==> src/design/oal_pkg.sv <==
// shared types and constants for the ordered array list core
// no dependencies
package oal_pkg;

	localparam int CAPACITY = 64;
	localparam int ADDR_W   = $clog2(CAPACITY);
	localparam int CNT_W    = 7;
	localparam int WORD_W   = 32;

	typedef enum logic [2:0] {
		FN_APPEND  = 3'd0,
		FN_INSERT  = 3'd1,
		FN_REMOVE  = 3'd2,
		FN_WRITE   = 3'd3,
		FN_READ    = 3'd4,
		FN_CLEAR   = 3'd5,
		FN_RESTART = 3'd6,
		FN_NEXT    = 3'd7
	} func_t;

	typedef enum logic [3:0] {
		ACT_NONE,
		ACT_APPEND,
		ACT_PUT_POS,
		ACT_INS_START,
		ACT_SHIFT_UP,
		ACT_INS_FINAL,
		ACT_RM_LAST,
		ACT_RM_START,
		ACT_SHIFT_DN,
		ACT_SHIFT_DN_END,
		ACT_READ_POS,
		ACT_READ_CUR,
		ACT_CAPTURE,
		ACT_CLEAR,
		ACT_RESTART
	} act_t;

	typedef struct packed {
		logic latch;
		act_t act;
		logic ok_load;
		logic out_load;
	} oal_cmd_t;

	typedef struct packed {
		func_t op;
		logic  op_ok;
		logic  ins_at_end;
		logic  rm_last;
		logic  up_done;
		logic  dn_done;
	} oal_status_t;

endpackage

==> src/design/oal_dpath.sv <==
// datapath: entry memory, count, cursor, shift index and result registers
// depends on oal_pkg
module oal_dpath (
	input  logic                                clk,
	input  logic                                arst_n,
	input  oal_pkg::oal_cmd_t                   cmd,
	output oal_pkg::oal_status_t                status,
	input  logic [2:0]                          func,
	input  logic [oal_pkg::CNT_W-1:0]           position,
	input  logic signed [oal_pkg::WORD_W-1:0]   value,
	output logic                                ok,
	output logic signed [oal_pkg::WORD_W-1:0]   read_value,
	output logic [oal_pkg::CNT_W-1:0]           length_now,
	output logic                                more_left
);
	import oal_pkg::*;

	logic [WORD_W-1:0] mem [CAPACITY];
	logic [WORD_W-1:0] rdata_q;

	func_t             op_q;
	logic [CNT_W-1:0]  pos_q;
	logic [WORD_W-1:0] val_q;
	logic [CNT_W-1:0]  count_q;
	logic [CNT_W-1:0]  cursor_q;
	logic [ADDR_W-1:0] idx_q;
	logic              ok_q;
	logic [WORD_W-1:0] rd_q;

	logic              we;
	logic [ADDR_W-1:0] waddr;
	logic [WORD_W-1:0] wdata;
	logic              re;
	logic [ADDR_W-1:0] raddr;

	logic full;
	logic pos_in_list;
	logic next_ok;

	assign full        = (count_q == CNT_W'(CAPACITY));
	assign pos_in_list = (pos_q < count_q);
	assign next_ok     = (cursor_q < count_q);

	always_comb begin
		status.op         = op_q;
		status.ins_at_end = (pos_q == count_q);
		status.rm_last    = (pos_q == count_q - CNT_W'(1));
		status.up_done    = (CNT_W'(idx_q) == pos_q + CNT_W'(1));
		status.dn_done    = (CNT_W'(idx_q) + CNT_W'(2) == count_q);
		case (op_q)
			FN_APPEND:  status.op_ok = !full;
			FN_INSERT:  status.op_ok = !full && (pos_q <= count_q);
			FN_REMOVE:  status.op_ok = pos_in_list;
			FN_WRITE:   status.op_ok = pos_in_list;
			FN_READ:    status.op_ok = pos_in_list;
			FN_NEXT:    status.op_ok = next_ok;
			default:    status.op_ok = 1'b1;
		endcase
	end

	// memory port selection per action
	always_comb begin
		we    = 1'b0;
		waddr = pos_q[ADDR_W-1:0];
		wdata = val_q;
		re    = 1'b0;
		raddr = pos_q[ADDR_W-1:0];
		case (cmd.act)
			ACT_APPEND: begin
				we    = 1'b1;
				waddr = count_q[ADDR_W-1:0];
			end
			ACT_PUT_POS, ACT_INS_FINAL: begin
				we = 1'b1;
			end
			ACT_INS_START: begin
				re    = 1'b1;
				raddr = count_q[ADDR_W-1:0] - ADDR_W'(1);
			end
			ACT_SHIFT_UP: begin
				we    = 1'b1;
				waddr = idx_q;
				wdata = rdata_q;
				re    = 1'b1;
				raddr = idx_q - ADDR_W'(2);
			end
			ACT_RM_START: begin
				re    = 1'b1;
				raddr = pos_q[ADDR_W-1:0] + ADDR_W'(1);
			end
			ACT_SHIFT_DN: begin
				we    = 1'b1;
				waddr = idx_q;
				wdata = rdata_q;
				re    = 1'b1;
				raddr = idx_q + ADDR_W'(2);
			end
			ACT_SHIFT_DN_END: begin
				we    = 1'b1;
				waddr = idx_q;
				wdata = rdata_q;
			end
			ACT_READ_POS: begin
				re = 1'b1;
			end
			ACT_READ_CUR: begin
				re    = 1'b1;
				raddr = cursor_q[ADDR_W-1:0];
			end
			default: begin
				we = 1'b0;
			end
		endcase
	end

	always_ff @(posedge clk) begin
		if (we) begin
			mem[waddr] <= wdata;
		end
		if (re) begin
			rdata_q <= mem[raddr];
		end
	end

	// list count and iteration cursor
	always_ff @(posedge clk or negedge arst_n) begin
		if (!arst_n) begin
			count_q  <= '0;
			cursor_q <= '0;
		end else begin
			case (cmd.act)
				ACT_APPEND, ACT_INS_FINAL:     count_q <= count_q + CNT_W'(1);
				ACT_RM_LAST, ACT_SHIFT_DN_END: count_q <= count_q - CNT_W'(1);
				ACT_READ_CUR:                  cursor_q <= cursor_q + CNT_W'(1);
				ACT_RESTART:                   cursor_q <= '0;
				ACT_CLEAR: begin
					count_q  <= '0;
					cursor_q <= '0;
				end
				default: begin
					count_q <= count_q;
				end
			endcase
		end
	end

	// request word, shift index and result registers
	always_ff @(posedge clk) begin
		if (cmd.latch) begin
			op_q  <= func_t'(func);
			pos_q <= position;
			val_q <= value;
			rd_q  <= '0;
		end
		case (cmd.act)
			ACT_INS_START: idx_q <= count_q[ADDR_W-1:0];
			ACT_SHIFT_UP:  idx_q <= idx_q - ADDR_W'(1);
			ACT_RM_START:  idx_q <= pos_q[ADDR_W-1:0];
			ACT_SHIFT_DN:  idx_q <= idx_q + ADDR_W'(1);
			ACT_CAPTURE:   rd_q  <= rdata_q;
			default:       idx_q <= idx_q;
		endcase
		if (cmd.ok_load) begin
			ok_q <= status.op_ok;
		end
		if (cmd.out_load) begin
			ok         <= ok_q;
			read_value <= rd_q;
			length_now <= count_q;
			more_left  <= next_ok;
		end
	end

endmodule

==> src/design/oal_ctrl.sv <==
// controller: sequences each operation and owns both handshakes
// depends on oal_pkg
module oal_ctrl (
	input  logic                 clk,
	input  logic                 arst_n,
	input  logic                 in_valid,
	output logic                 in_stall,
	output logic                 out_valid,
	input  logic                 out_stall,
	input  oal_pkg::oal_status_t status,
	output oal_pkg::oal_cmd_t    cmd
);
	import oal_pkg::*;

	typedef enum logic [2:0] {
		ST_IDLE,
		ST_EVAL,
		ST_SHIFT_UP,
		ST_INS_FINAL,
		ST_SHIFT_DN,
		ST_RD_WAIT,
		ST_FINISH
	} state_t;

	state_t state_q;
	state_t state_d;
	logic   out_valid_q;
	logic   accept;

	// a waiting result only holds the sequencer at the output load
	assign in_stall  = (state_q != ST_IDLE);
	assign accept    = in_valid && !in_stall;
	assign out_valid = out_valid_q;

	always_comb begin
		state_d      = state_q;
		cmd.latch    = 1'b0;
		cmd.act      = ACT_NONE;
		cmd.ok_load  = 1'b0;
		cmd.out_load = 1'b0;
		case (state_q)
			ST_IDLE: begin
				if (accept) begin
					cmd.latch = 1'b1;
					state_d   = ST_EVAL;
				end
			end
			ST_EVAL: begin
				cmd.ok_load = 1'b1;
				state_d     = ST_FINISH;
				if (status.op_ok) begin
					case (status.op)
						FN_APPEND: cmd.act = ACT_APPEND;
						FN_INSERT: begin
							if (status.ins_at_end) begin
								cmd.act = ACT_INS_FINAL;
							end else begin
								cmd.act = ACT_INS_START;
								state_d = ST_SHIFT_UP;
							end
						end
						FN_REMOVE: begin
							if (status.rm_last) begin
								cmd.act = ACT_RM_LAST;
							end else begin
								cmd.act = ACT_RM_START;
								state_d = ST_SHIFT_DN;
							end
						end
						FN_WRITE: cmd.act = ACT_PUT_POS;
						FN_READ: begin
							cmd.act = ACT_READ_POS;
							state_d = ST_RD_WAIT;
						end
						FN_CLEAR:   cmd.act = ACT_CLEAR;
						FN_RESTART: cmd.act = ACT_RESTART;
						FN_NEXT: begin
							cmd.act = ACT_READ_CUR;
							state_d = ST_RD_WAIT;
						end
						default: cmd.act = ACT_NONE;
					endcase
				end
			end
			ST_SHIFT_UP: begin
				cmd.act = ACT_SHIFT_UP;
				if (status.up_done) begin
					state_d = ST_INS_FINAL;
				end
			end
			ST_INS_FINAL: begin
				cmd.act = ACT_INS_FINAL;
				state_d = ST_FINISH;
			end
			ST_SHIFT_DN: begin
				if (status.dn_done) begin
					cmd.act = ACT_SHIFT_DN_END;
					state_d = ST_FINISH;
				end else begin
					cmd.act = ACT_SHIFT_DN;
				end
			end
			ST_RD_WAIT: begin
				cmd.act = ACT_CAPTURE;
				state_d = ST_FINISH;
			end
			ST_FINISH: begin
				if (!out_valid_q || !out_stall) begin
					cmd.out_load = 1'b1;
					state_d      = ST_IDLE;
				end
			end
			default: begin
				state_d = ST_IDLE;
			end
		endcase
	end

	always_ff @(posedge clk or negedge arst_n) begin
		if (!arst_n) begin
			state_q     <= ST_IDLE;
			out_valid_q <= 1'b0;
		end else begin
			state_q <= state_d;
			if (cmd.out_load) begin
				out_valid_q <= 1'b1;
			end else if (!out_stall) begin
				out_valid_q <= 1'b0;
			end
		end
	end

endmodule

==> src/design/ordered_array_list_core.sv <==
// sequence: an accepted word passes through the evaluate state, then the shift states for an insert
// inside the list or a remove below the top, or the read-wait state for read and next, then the
// finish state, which holds while an earlier result word stays stalled
// the next word is taken while a result waits, not before the last word is loaded as a result
// reset: count and cursor clear at once, no memory sweep, slots at or above the count never read
// depends on oal_pkg, oal_ctrl, oal_dpath
module ordered_array_list_core (
	input  logic                                clk,
	input  logic                                arst_n,
	// request channel
	input  logic                                in_valid,
	output logic                                in_stall,
	input  logic [2:0]                          func,
	input  logic [oal_pkg::CNT_W-1:0]           position,
	input  logic signed [oal_pkg::WORD_W-1:0]   value,
	// result channel
	output logic                                out_valid,
	input  logic                                out_stall,
	output logic                                ok,
	output logic signed [oal_pkg::WORD_W-1:0]   read_value,
	output logic [oal_pkg::CNT_W-1:0]           length_now,
	output logic                                more_left
);
	import oal_pkg::*;

	// command and status between sequencer and datapath
	oal_cmd_t    cmd;
	oal_status_t status;

	// sequencer: evaluates the latched word, walks the shift, loads the result register
	oal_ctrl u_ctrl (
		.clk       (clk),
		.arst_n    (arst_n),
		.in_valid  (in_valid),
		.in_stall  (in_stall),
		.out_valid (out_valid),
		.out_stall (out_stall),
		.status    (status),
		.cmd       (cmd)
	);

	// datapath: entry memory with registered read, count, cursor and result registers
	oal_dpath u_dpath (
		.clk        (clk),
		.arst_n     (arst_n),
		.cmd        (cmd),
		.status     (status),
		.func       (func),
		.position   (position),
		.value      (value),
		.ok         (ok),
		.read_value (read_value),
		.length_now (length_now),
		.more_left  (more_left)
	);

endmodule
==> config.mk <==
export PLATFORM = sky130hd
export DESIGN_NAME = ordered_array_list_core
export DESIGN_NICKNAME = d
export VERILOG_FILES = /design/src/design/oal_pkg.sv /design/src/design/oal_dpath.sv /design/src/design/oal_ctrl.sv /design/src/design/ordered_array_list_core.sv
export SDC_FILE = /design/constraint.sdc
export NUM_CORES = 2
export LEC_CHECK = 0
export ABC_AREA = 1
export BUFFER_PORTS_ARGS = -buffer_cell sky130_fd_sc_hd__buf_2
export CAP_MARGIN = 0
export CORE_ASPECT_RATIO = 0.6
export CORE_UTILIZATION = 55
export DETAILED_ROUTE_END_ITERATION = 12
export GPL_ROUTABILITY_DRIVEN = 0
export PLACE_DENSITY = 0.71
export SYNTH_ARGS = -nofsm -noshare
export SYNTH_HDL_FRONTEND = slang
export SYNTH_SLANG_ARGS = --single-unit
==> constraint.sdc <==
create_clock -name clk -period 6.5 [get_ports clk]
set_clock_uncertainty 0.15 [all_clocks]
set_input_delay 0.65 -clock clk [delete_from_list [all_inputs] [get_ports clk]]
set_output_delay 0.65 -clock clk [all_outputs]
set_load 0.01 [all_outputs]
Word level (Yosys, flattened, before mapping)
Memory sizes are Yosys's and may differ from the RTL's. A register that Yosys moved wholly into a read port is not among the register bits. Index checks and enable logic that the tools add are counted.

$add $sub $neg: 11. Magnitude comparators: 3. Equal/unequal tests: 37. Muxes and demuxes: 35. Reduce and logical (&&, ||, !) cells: 24.

Operators by type and width (number): $mux W32 (3); $pmux W4 S8 (1); $pmux W6 S5 (1); $eq A4 B4 Y1 const B (7); $pmux W6 S4 (1); $add A7 B1 Y7 const B (3); $eq A3 B3 Y1 const B (7); $eq A7 B7 Y1 (3); $mux W3 (7); $pmux W7 S3 (1); $pmux W4 S5 (1); $pmux W3 S6 (1); $eq A4 B3 Y1 const B (4); $lt A7 B7 Y1 (2); $pmux W7 S2 (1); $mux W1 (13); $add A6 B1 Y6 const B (2); $eq A3 B2 Y1 const B (4); $pmux W6 S2 (1); $reduce_or A6 Y1 (2); $sub A6 B1 Y6 const B (2); $reduce_or A2 Y1 (5); $pmux W3 S3 (1); $eq A4 B2 Y1 const B (2); other kinds (23) (35).

Flip-flop bits (word level): 140. RAM bits: 2048. Word-level logic and storage cells: 125. Memories: 1.

Memories: u_dpath.mem (words 64, width 32, rd ports 1, clocked after Yosys merged registers in 1, wr ports 1, RTL line oal_dpath.sv:18) `logic [WORD_W-1:0] mem [CAPACITY];`.

Longest topological paths before layout
Depth after elaboration: 11. Mapped depth: 32. Depth with buffers taken out: 28.

By module
Synthesis repeated with hierarchy kept, for this count alone.

Cells, all modules: 9078. Area total of the unflattened synthesis: 97506.0 um^2.

Modules (own cells, without submodules): oal_dpath (instances 1, cells each 9006, area each 97063.1 um^2); oal_ctrl (instances 1, cells each 72, area each 442.9 um^2).

Least setup slack after synthesis
Ideal clock, no wire load.

Kind: register to register. Start: register u_dpath.idx_q[1]. End: memory u_dpath.mem[0][0] (data pin). Setup time: 702 ps. Arrival time: 4487 ps. Path slack: 1161 ps. Stages on the path, launching flop included: 12. Period minus slack after synthesis: 5339 ps. Cell sequence: edfxtp_1 > ha_1 > xnor2_1 > xor2_1 > nor3_1 > nand2_1 > nand2_2 > nand2_2 > nor2_1 > clkbuf_1 > clkbuf_1 > o21ai_0.

Word-level cells in the longest chain between the ends: 7.

Ends and longest elaborated chain: start: declaration (RTL line oal_dpath.sv:26) `logic [ADDR_W-1:0] idx_q;`; start signal: assignment (RTL line oal_dpath.sv:156) `ACT_INS_START: idx_q <= count_q[ADDR_W-1:0];`; start signal: assignment (RTL line oal_dpath.sv:157) `ACT_SHIFT_UP: idx_q <= idx_q - ADDR_W'(1);`; start signal: assignment (RTL line oal_dpath.sv:158) `ACT_RM_START: idx_q <= pos_q[ADDR_W-1:0];`; $add A6 B2 Y7 (*) (RTL line oal_dpath.sv:49) `status.dn_done = (CNT_W'(idx_q) + CNT_W'(2) == count_q);`; $eq A7 B7 Y1 (*) (RTL line oal_dpath.sv:49); $mux W1 (*) (RTL line oal_ctrl.sv:96) `if (status.dn_done) begin`; $pmux W4 S5 (*) (RTL line oal_ctrl.sv:41) `case (state_q)`; $eq A4 B4 Y1 / $eq A4 B3 Y1 (equally long branches) (RTL line oal_dpath.sv:68) `case (cmd.act)`; $reduce_or A3 Y1 (no line) (*); $mux W32 (*) (RTL line oal_dpath.sv:68); net u_dpath.wdata[0] (RTL line oal_dpath.sv:32) `logic [WORD_W-1:0] wdata;`; end: declaration (RTL line oal_dpath.sv:18).

The timed path passes the listed nets; every way through them passes the cells marked *.

==> run_summary.xml <==
<?xml version="1.0" encoding="UTF-8"?>
<metrics>
  <group name="clocking">
    <metric name="htree_levels" unit="">4</metric>
    <metric name="root_buffer" unit="">sky130_fd_sc_hd__clkbuf_16</metric>
    <metric name="cts_resized" unit="">0</metric>
    <metric name="clock-sinks" unit="">2220</metric>
    <metric name="cts-root-to-sink-buffers" unit="">4</metric>
    <metric name="clkTransAtPathRegs" unit="ns">0.07</metric>
    <metric name="clock_tree_from_tritoncts" unit="">done</metric>
    <metric name="cts_inserted_buffers" unit="">198</metric>
    <metric name="clock_latency" unit="ns">0.88</metric>
  </group>
  <group name="layout">
    <metric name="area_growth" unit="%">10.8</metric>
    <metric name="highest_count_cells_in_the_layout_ignoring_fill_and_taps" unit="">sky130_fd_sc_hd__nand3_1 (2,214), sky130_fd_sc_hd__edfxtp_1 (2,202), sky130_fd_sc_hd__nand2_1 (1,358)</metric>
    <metric name="postLayoutCoreUtil" unit="%">61.8</metric>
    <metric name="final_layout_size_suffix_gt1_share" unit="%">8.27</metric>
    <metric name="nets" unit="">8847</metric>
    <metric name="commonest_non_fill_non_tap_cell_in_the_layout" unit="">sky130_fd_sc_hd__nand3_1</metric>
  </group>
  <group name="grt">
    <metric name="overflow" unit="">0</metric>
    <metric name="grt_first_pass_wirelength" unit="um">430000</metric>
    <metric name="grt.total_usage" unit="%">32.3</metric>
    <metric name="grt_start_max_net_pins" unit="">144</metric>
    <metric name="antenna_violations_before_repair" unit="">12</metric>
    <metric name="first_global_vias" unit="">64900</metric>
  </group>
  <group name="placed_design">
    <metric name="placement.io_buffers" unit="">88</metric>
    <metric name="hpwl" unit="um">169000</metric>
  </group>
  <group name="detailed_routing">
    <metric name="drt-pass1-iter-count" unit="">9</metric>
    <metric name="antenna_left" unit="">0</metric>
    <metric name="via_count" unit="">69400</metric>
    <metric name="initialDrtViolationCount" unit="">12200</metric>
    <metric name="avgRoutedWirePerCell" unit="um">26.2</metric>
    <metric name="vias_per_cell" unit="">6.15</metric>
    <metric name="drt_drc_violations_left" unit="">0</metric>
    <metric name="detailed_route_wire_length" unit="um">296000</metric>
  </group>
  <group name="synthesis">
    <metric name="syn_nets" unit="">8841</metric>
    <metric name="edff_count_synth" unit="">2202</metric>
    <metric name="postSynthAreaPerCell" unit="sq um">11.2</metric>
    <metric name="ys_seq_elements" unit="">2220</metric>
    <metric name="synth_fa_ha_area_share" unit="%">0.320</metric>
    <metric name="post_synth_mux_area_share" unit="%">0</metric>
    <metric name="synthTopCellsByArea" unit="">sky130_fd_sc_hd__edfxtp_1 (67%), sky130_fd_sc_hd__nand3_1 (11%), sky130_fd_sc_hd__nand3b_1 (5.8%)</metric>
    <metric name="synthSimpleGateAreaFrac" unit="%">23.3</metric>
    <metric name="yosysWarnings" unit="">0</metric>
    <metric name="netlist-cell-type-count" unit="">50</metric>
    <metric name="netlist_area" unit="sq um">98400</metric>
    <metric name="main_combinational_cell_family_by_area_after_synthesis" unit="">simple AND/OR/NAND/NOR gates</metric>
    <metric name="yosys.area.top_type" unit="">sky130_fd_sc_hd__edfxtp_1</metric>
    <metric name="asyncSetResetFlopFracSynth" unit="%">0.811</metric>
    <metric name="synth_top_cell_area_share" unit="%">67.2</metric>
    <metric name="synth_sequential_area_ratio" unit="%">67.6</metric>
    <metric name="syn_inst" unit="">8771</metric>
    <metric name="synth_compound_gate_area_share" unit="%">0.624</metric>
    <metric name="xor_xnor_fraction_of_synth_area" unit="%">0.187</metric>
    <metric name="ys_dominant_reg_cell" unit="">sky130_fd_sc_hd__edfxtp_1</metric>
  </group>
  <group name="worst_setup_path">
    <metric name="cp_data_arrival_time" unit="ns">6.63</metric>
    <metric name="cpLargestDelayFamily" unit="">simple AND/OR/NAND/NOR gates</metric>
    <metric name="timing.reg2reg.setup_slack" unit="ns">0.29</metric>
    <metric name="required" unit="ns">6.92</metric>
    <metric name="critical_path_buffers_and_inverters" unit="">4</metric>
    <metric name="startpoint_type" unit="">flip-flop</metric>
    <metric name="setup.worst_path.end_class" unit="">flip-flop</metric>
    <metric name="critPathSlowestCell" unit="">sky130_fd_sc_hd__nor2_1</metric>
    <metric name="timing.critical_path.slowest_cell_delay" unit="ns">0.65</metric>
    <metric name="critical_path_peak_fanout" unit="">36</metric>
    <metric name="critical_path_class" unit="">reg2reg</metric>
    <metric name="crit_top_cell" unit="">sky130_fd_sc_hd__nand2_1</metric>
  </group>
  <group name="floorplanning">
    <metric name="area_inside_the_core_boundary" unit="sq um">177000</metric>
    <metric name="core.rowCount" unit="">119</metric>
    <metric name="die_w" unit="um">548</metric>
    <metric name="floorplan.initialDensity" unit="%">55.8</metric>
    <metric name="floorplan.die_area" unit="sq um">181000</metric>
    <metric name="io_pins" unit="">89</metric>
    <metric name="fp.dieH" unit="um">330</metric>
  </group>
  <group name="timing">
    <metric name="holdWs" unit="ns">0.177</metric>
    <metric name="max-slew-margin-rel" unit="%">10.9</metric>
    <metric name="setup_violations" unit="">0</metric>
    <metric name="report.final.hold_viol_count" unit="">0</metric>
    <metric name="worst_pin_slew" unit="ns">1.33</metric>
    <metric name="post-route-min-period" unit="ns">6.21</metric>
    <metric name="report.final.slew_viol_count" unit="">0</metric>
    <metric name="finalCritPeriodShare" unit="%">95.6</metric>
    <metric name="grt_setup_unrepaired" unit="">no</metric>
    <metric name="totalNegativeSetupSlack" unit="ns">0</metric>
    <metric name="max_freq" unit="GHz">0.161</metric>
  </group>
  <group name="worst_hold_path">
    <metric name="worstHoldPathType" unit="">in2async</metric>
  </group>
  <group name="run_status">
    <metric name="run_status" unit="">completed</metric>
  </group>
  <group name="run">
    <metric name="max_cap_viol_count" unit="">0</metric>
  </group>
</metrics>
-- cells in the mapped netlist (3+ instances only) --
cell	number
sky130_fd_sc_hd__xor2_1	16
sky130_fd_sc_hd__buf_4	41
sky130_fd_sc_hd__o211ai_1	7
sky130_fd_sc_hd__nand4_1	23
sky130_fd_sc_hd__nand3_1	2215
sky130_fd_sc_hd__clkbuf_1	90
sky130_fd_sc_hd__nand3_2	4
sky130_fd_sc_hd__nor2_4	5
sky130_fd_sc_hd__nor3_1	9
sky130_fd_sc_hd__dfrtp_1	18
sky130_fd_sc_hd__o21ai_0	49
sky130_fd_sc_hd__ha_1	22
sky130_fd_sc_hd__xnor2_1	5
sky130_fd_sc_hd__edfxtp_1	2202
sky130_fd_sc_hd__nand2_2	6
sky130_fd_sc_hd__a22oi_1	3
sky130_fd_sc_hd__nand2_4	4
sky130_fd_sc_hd__a21oi_1	30
sky130_fd_sc_hd__o22ai_1	5
sky130_fd_sc_hd__inv_2	17
sky130_fd_sc_hd__buf_6	30
sky130_fd_sc_hd__nor2_1	154
sky130_fd_sc_hd__inv_1	1246
sky130_fd_sc_hd__buf_2	400
sky130_fd_sc_hd__buf_1	14
sky130_fd_sc_hd__nand2_1	1358
sky130_fd_sc_hd__nor2_2	6
sky130_fd_sc_hd__nand3b_1	764
-- routing by layer --
| layer | wire [um] | share of wire (%) | GRT usage (%) |
|---|---|---|---|
| met2 | 124000 | 42 | 45.3 |
| met1 | 116000 | 39 | 47.6 |
| met5 | 99 | 0.033 | 0 |
| met3 | 44800 | 15 | 9.38 |
| met4 | 11200 | 3.8 | 12.0 |
-- flip-flops by register name, summed over array words and instances (netlist names), 32 cells and up --
register and cells:
u_dpath.rd_q 32, u_dpath.read_value 32, u_dpath.rdata_q 32, u_dpath.mem 2048, u_dpath.val_q 32
-- kinds of logic (layout without fill, tap and decap cells) --
logic type / count (synthesis) / count (layout)
AO/OA/AOI/OAI: 109 / 109
XOR/XNOR: 21 / 21
adder cells (fa/ha/maj): 24 / 24
buffers and inverters: 1841 / 1990
flip-flops: 2220 / 2220
other: 0 / 1
AND/OR/NAND/NOR: 4556 / 4556
-- per-stage QoR --
step / area [sq um] / setup slack [ns] / instances
4_1_cts: 109000 / 0.506 / 11300
6_report: 109000 / 0.287 / 11300
5_1_grt: 109000 / 0.00115 / 11300
2_1_floorplan: 98400 / 1.16 / 8771
3_3_place_gp: 103000 / 0.490 / 10900
3_5_place_dp: 103000 / 0.554 / 10900
-- repair_timing --
action / in CTS / in global routing
buffers inserted: 0 / 0
hold buffers: 44 / 0
endpoints found under the hold margin: 61 / 0
-- worst paths after layout --
| kind | startpoint | to | depth (start not counted) |
|---|---|---|---|
| max | u_dpath.count_q[4] | u_dpath.rdata_q[12] | 26 |
| min | arst_n | u_ctrl.out_valid | 2 |
| max reg2reg | u_dpath.count_q[4] | u_dpath.rdata_q[12] | 26 |
| min reg2reg | u_dpath.rd_q[11] | u_dpath.read_value[11] | 0 |
| max in group asynchronous | arst_n | u_dpath.cursor_q[0] | 2 |
| min in group clk | u_dpath.rd_q[11] | u_dpath.read_value[11] | 0 |
-- layout make-up --
class	count	area, sq um
Clock inverter	97	787
Timing Repair Buffer	383	3770
Tap cell	2359	2950
Sequential cell	2220	66600
Multi-Input combinational cell	4710	25000
Fill cell	13400	67500
Clock buffer	246	5260
Antenna cell	1	2.50
Inverter	1264	4760
Power is not shown: default switching activity piles up to over one toggle a cycle in this logic, so the estimate is an artifact.
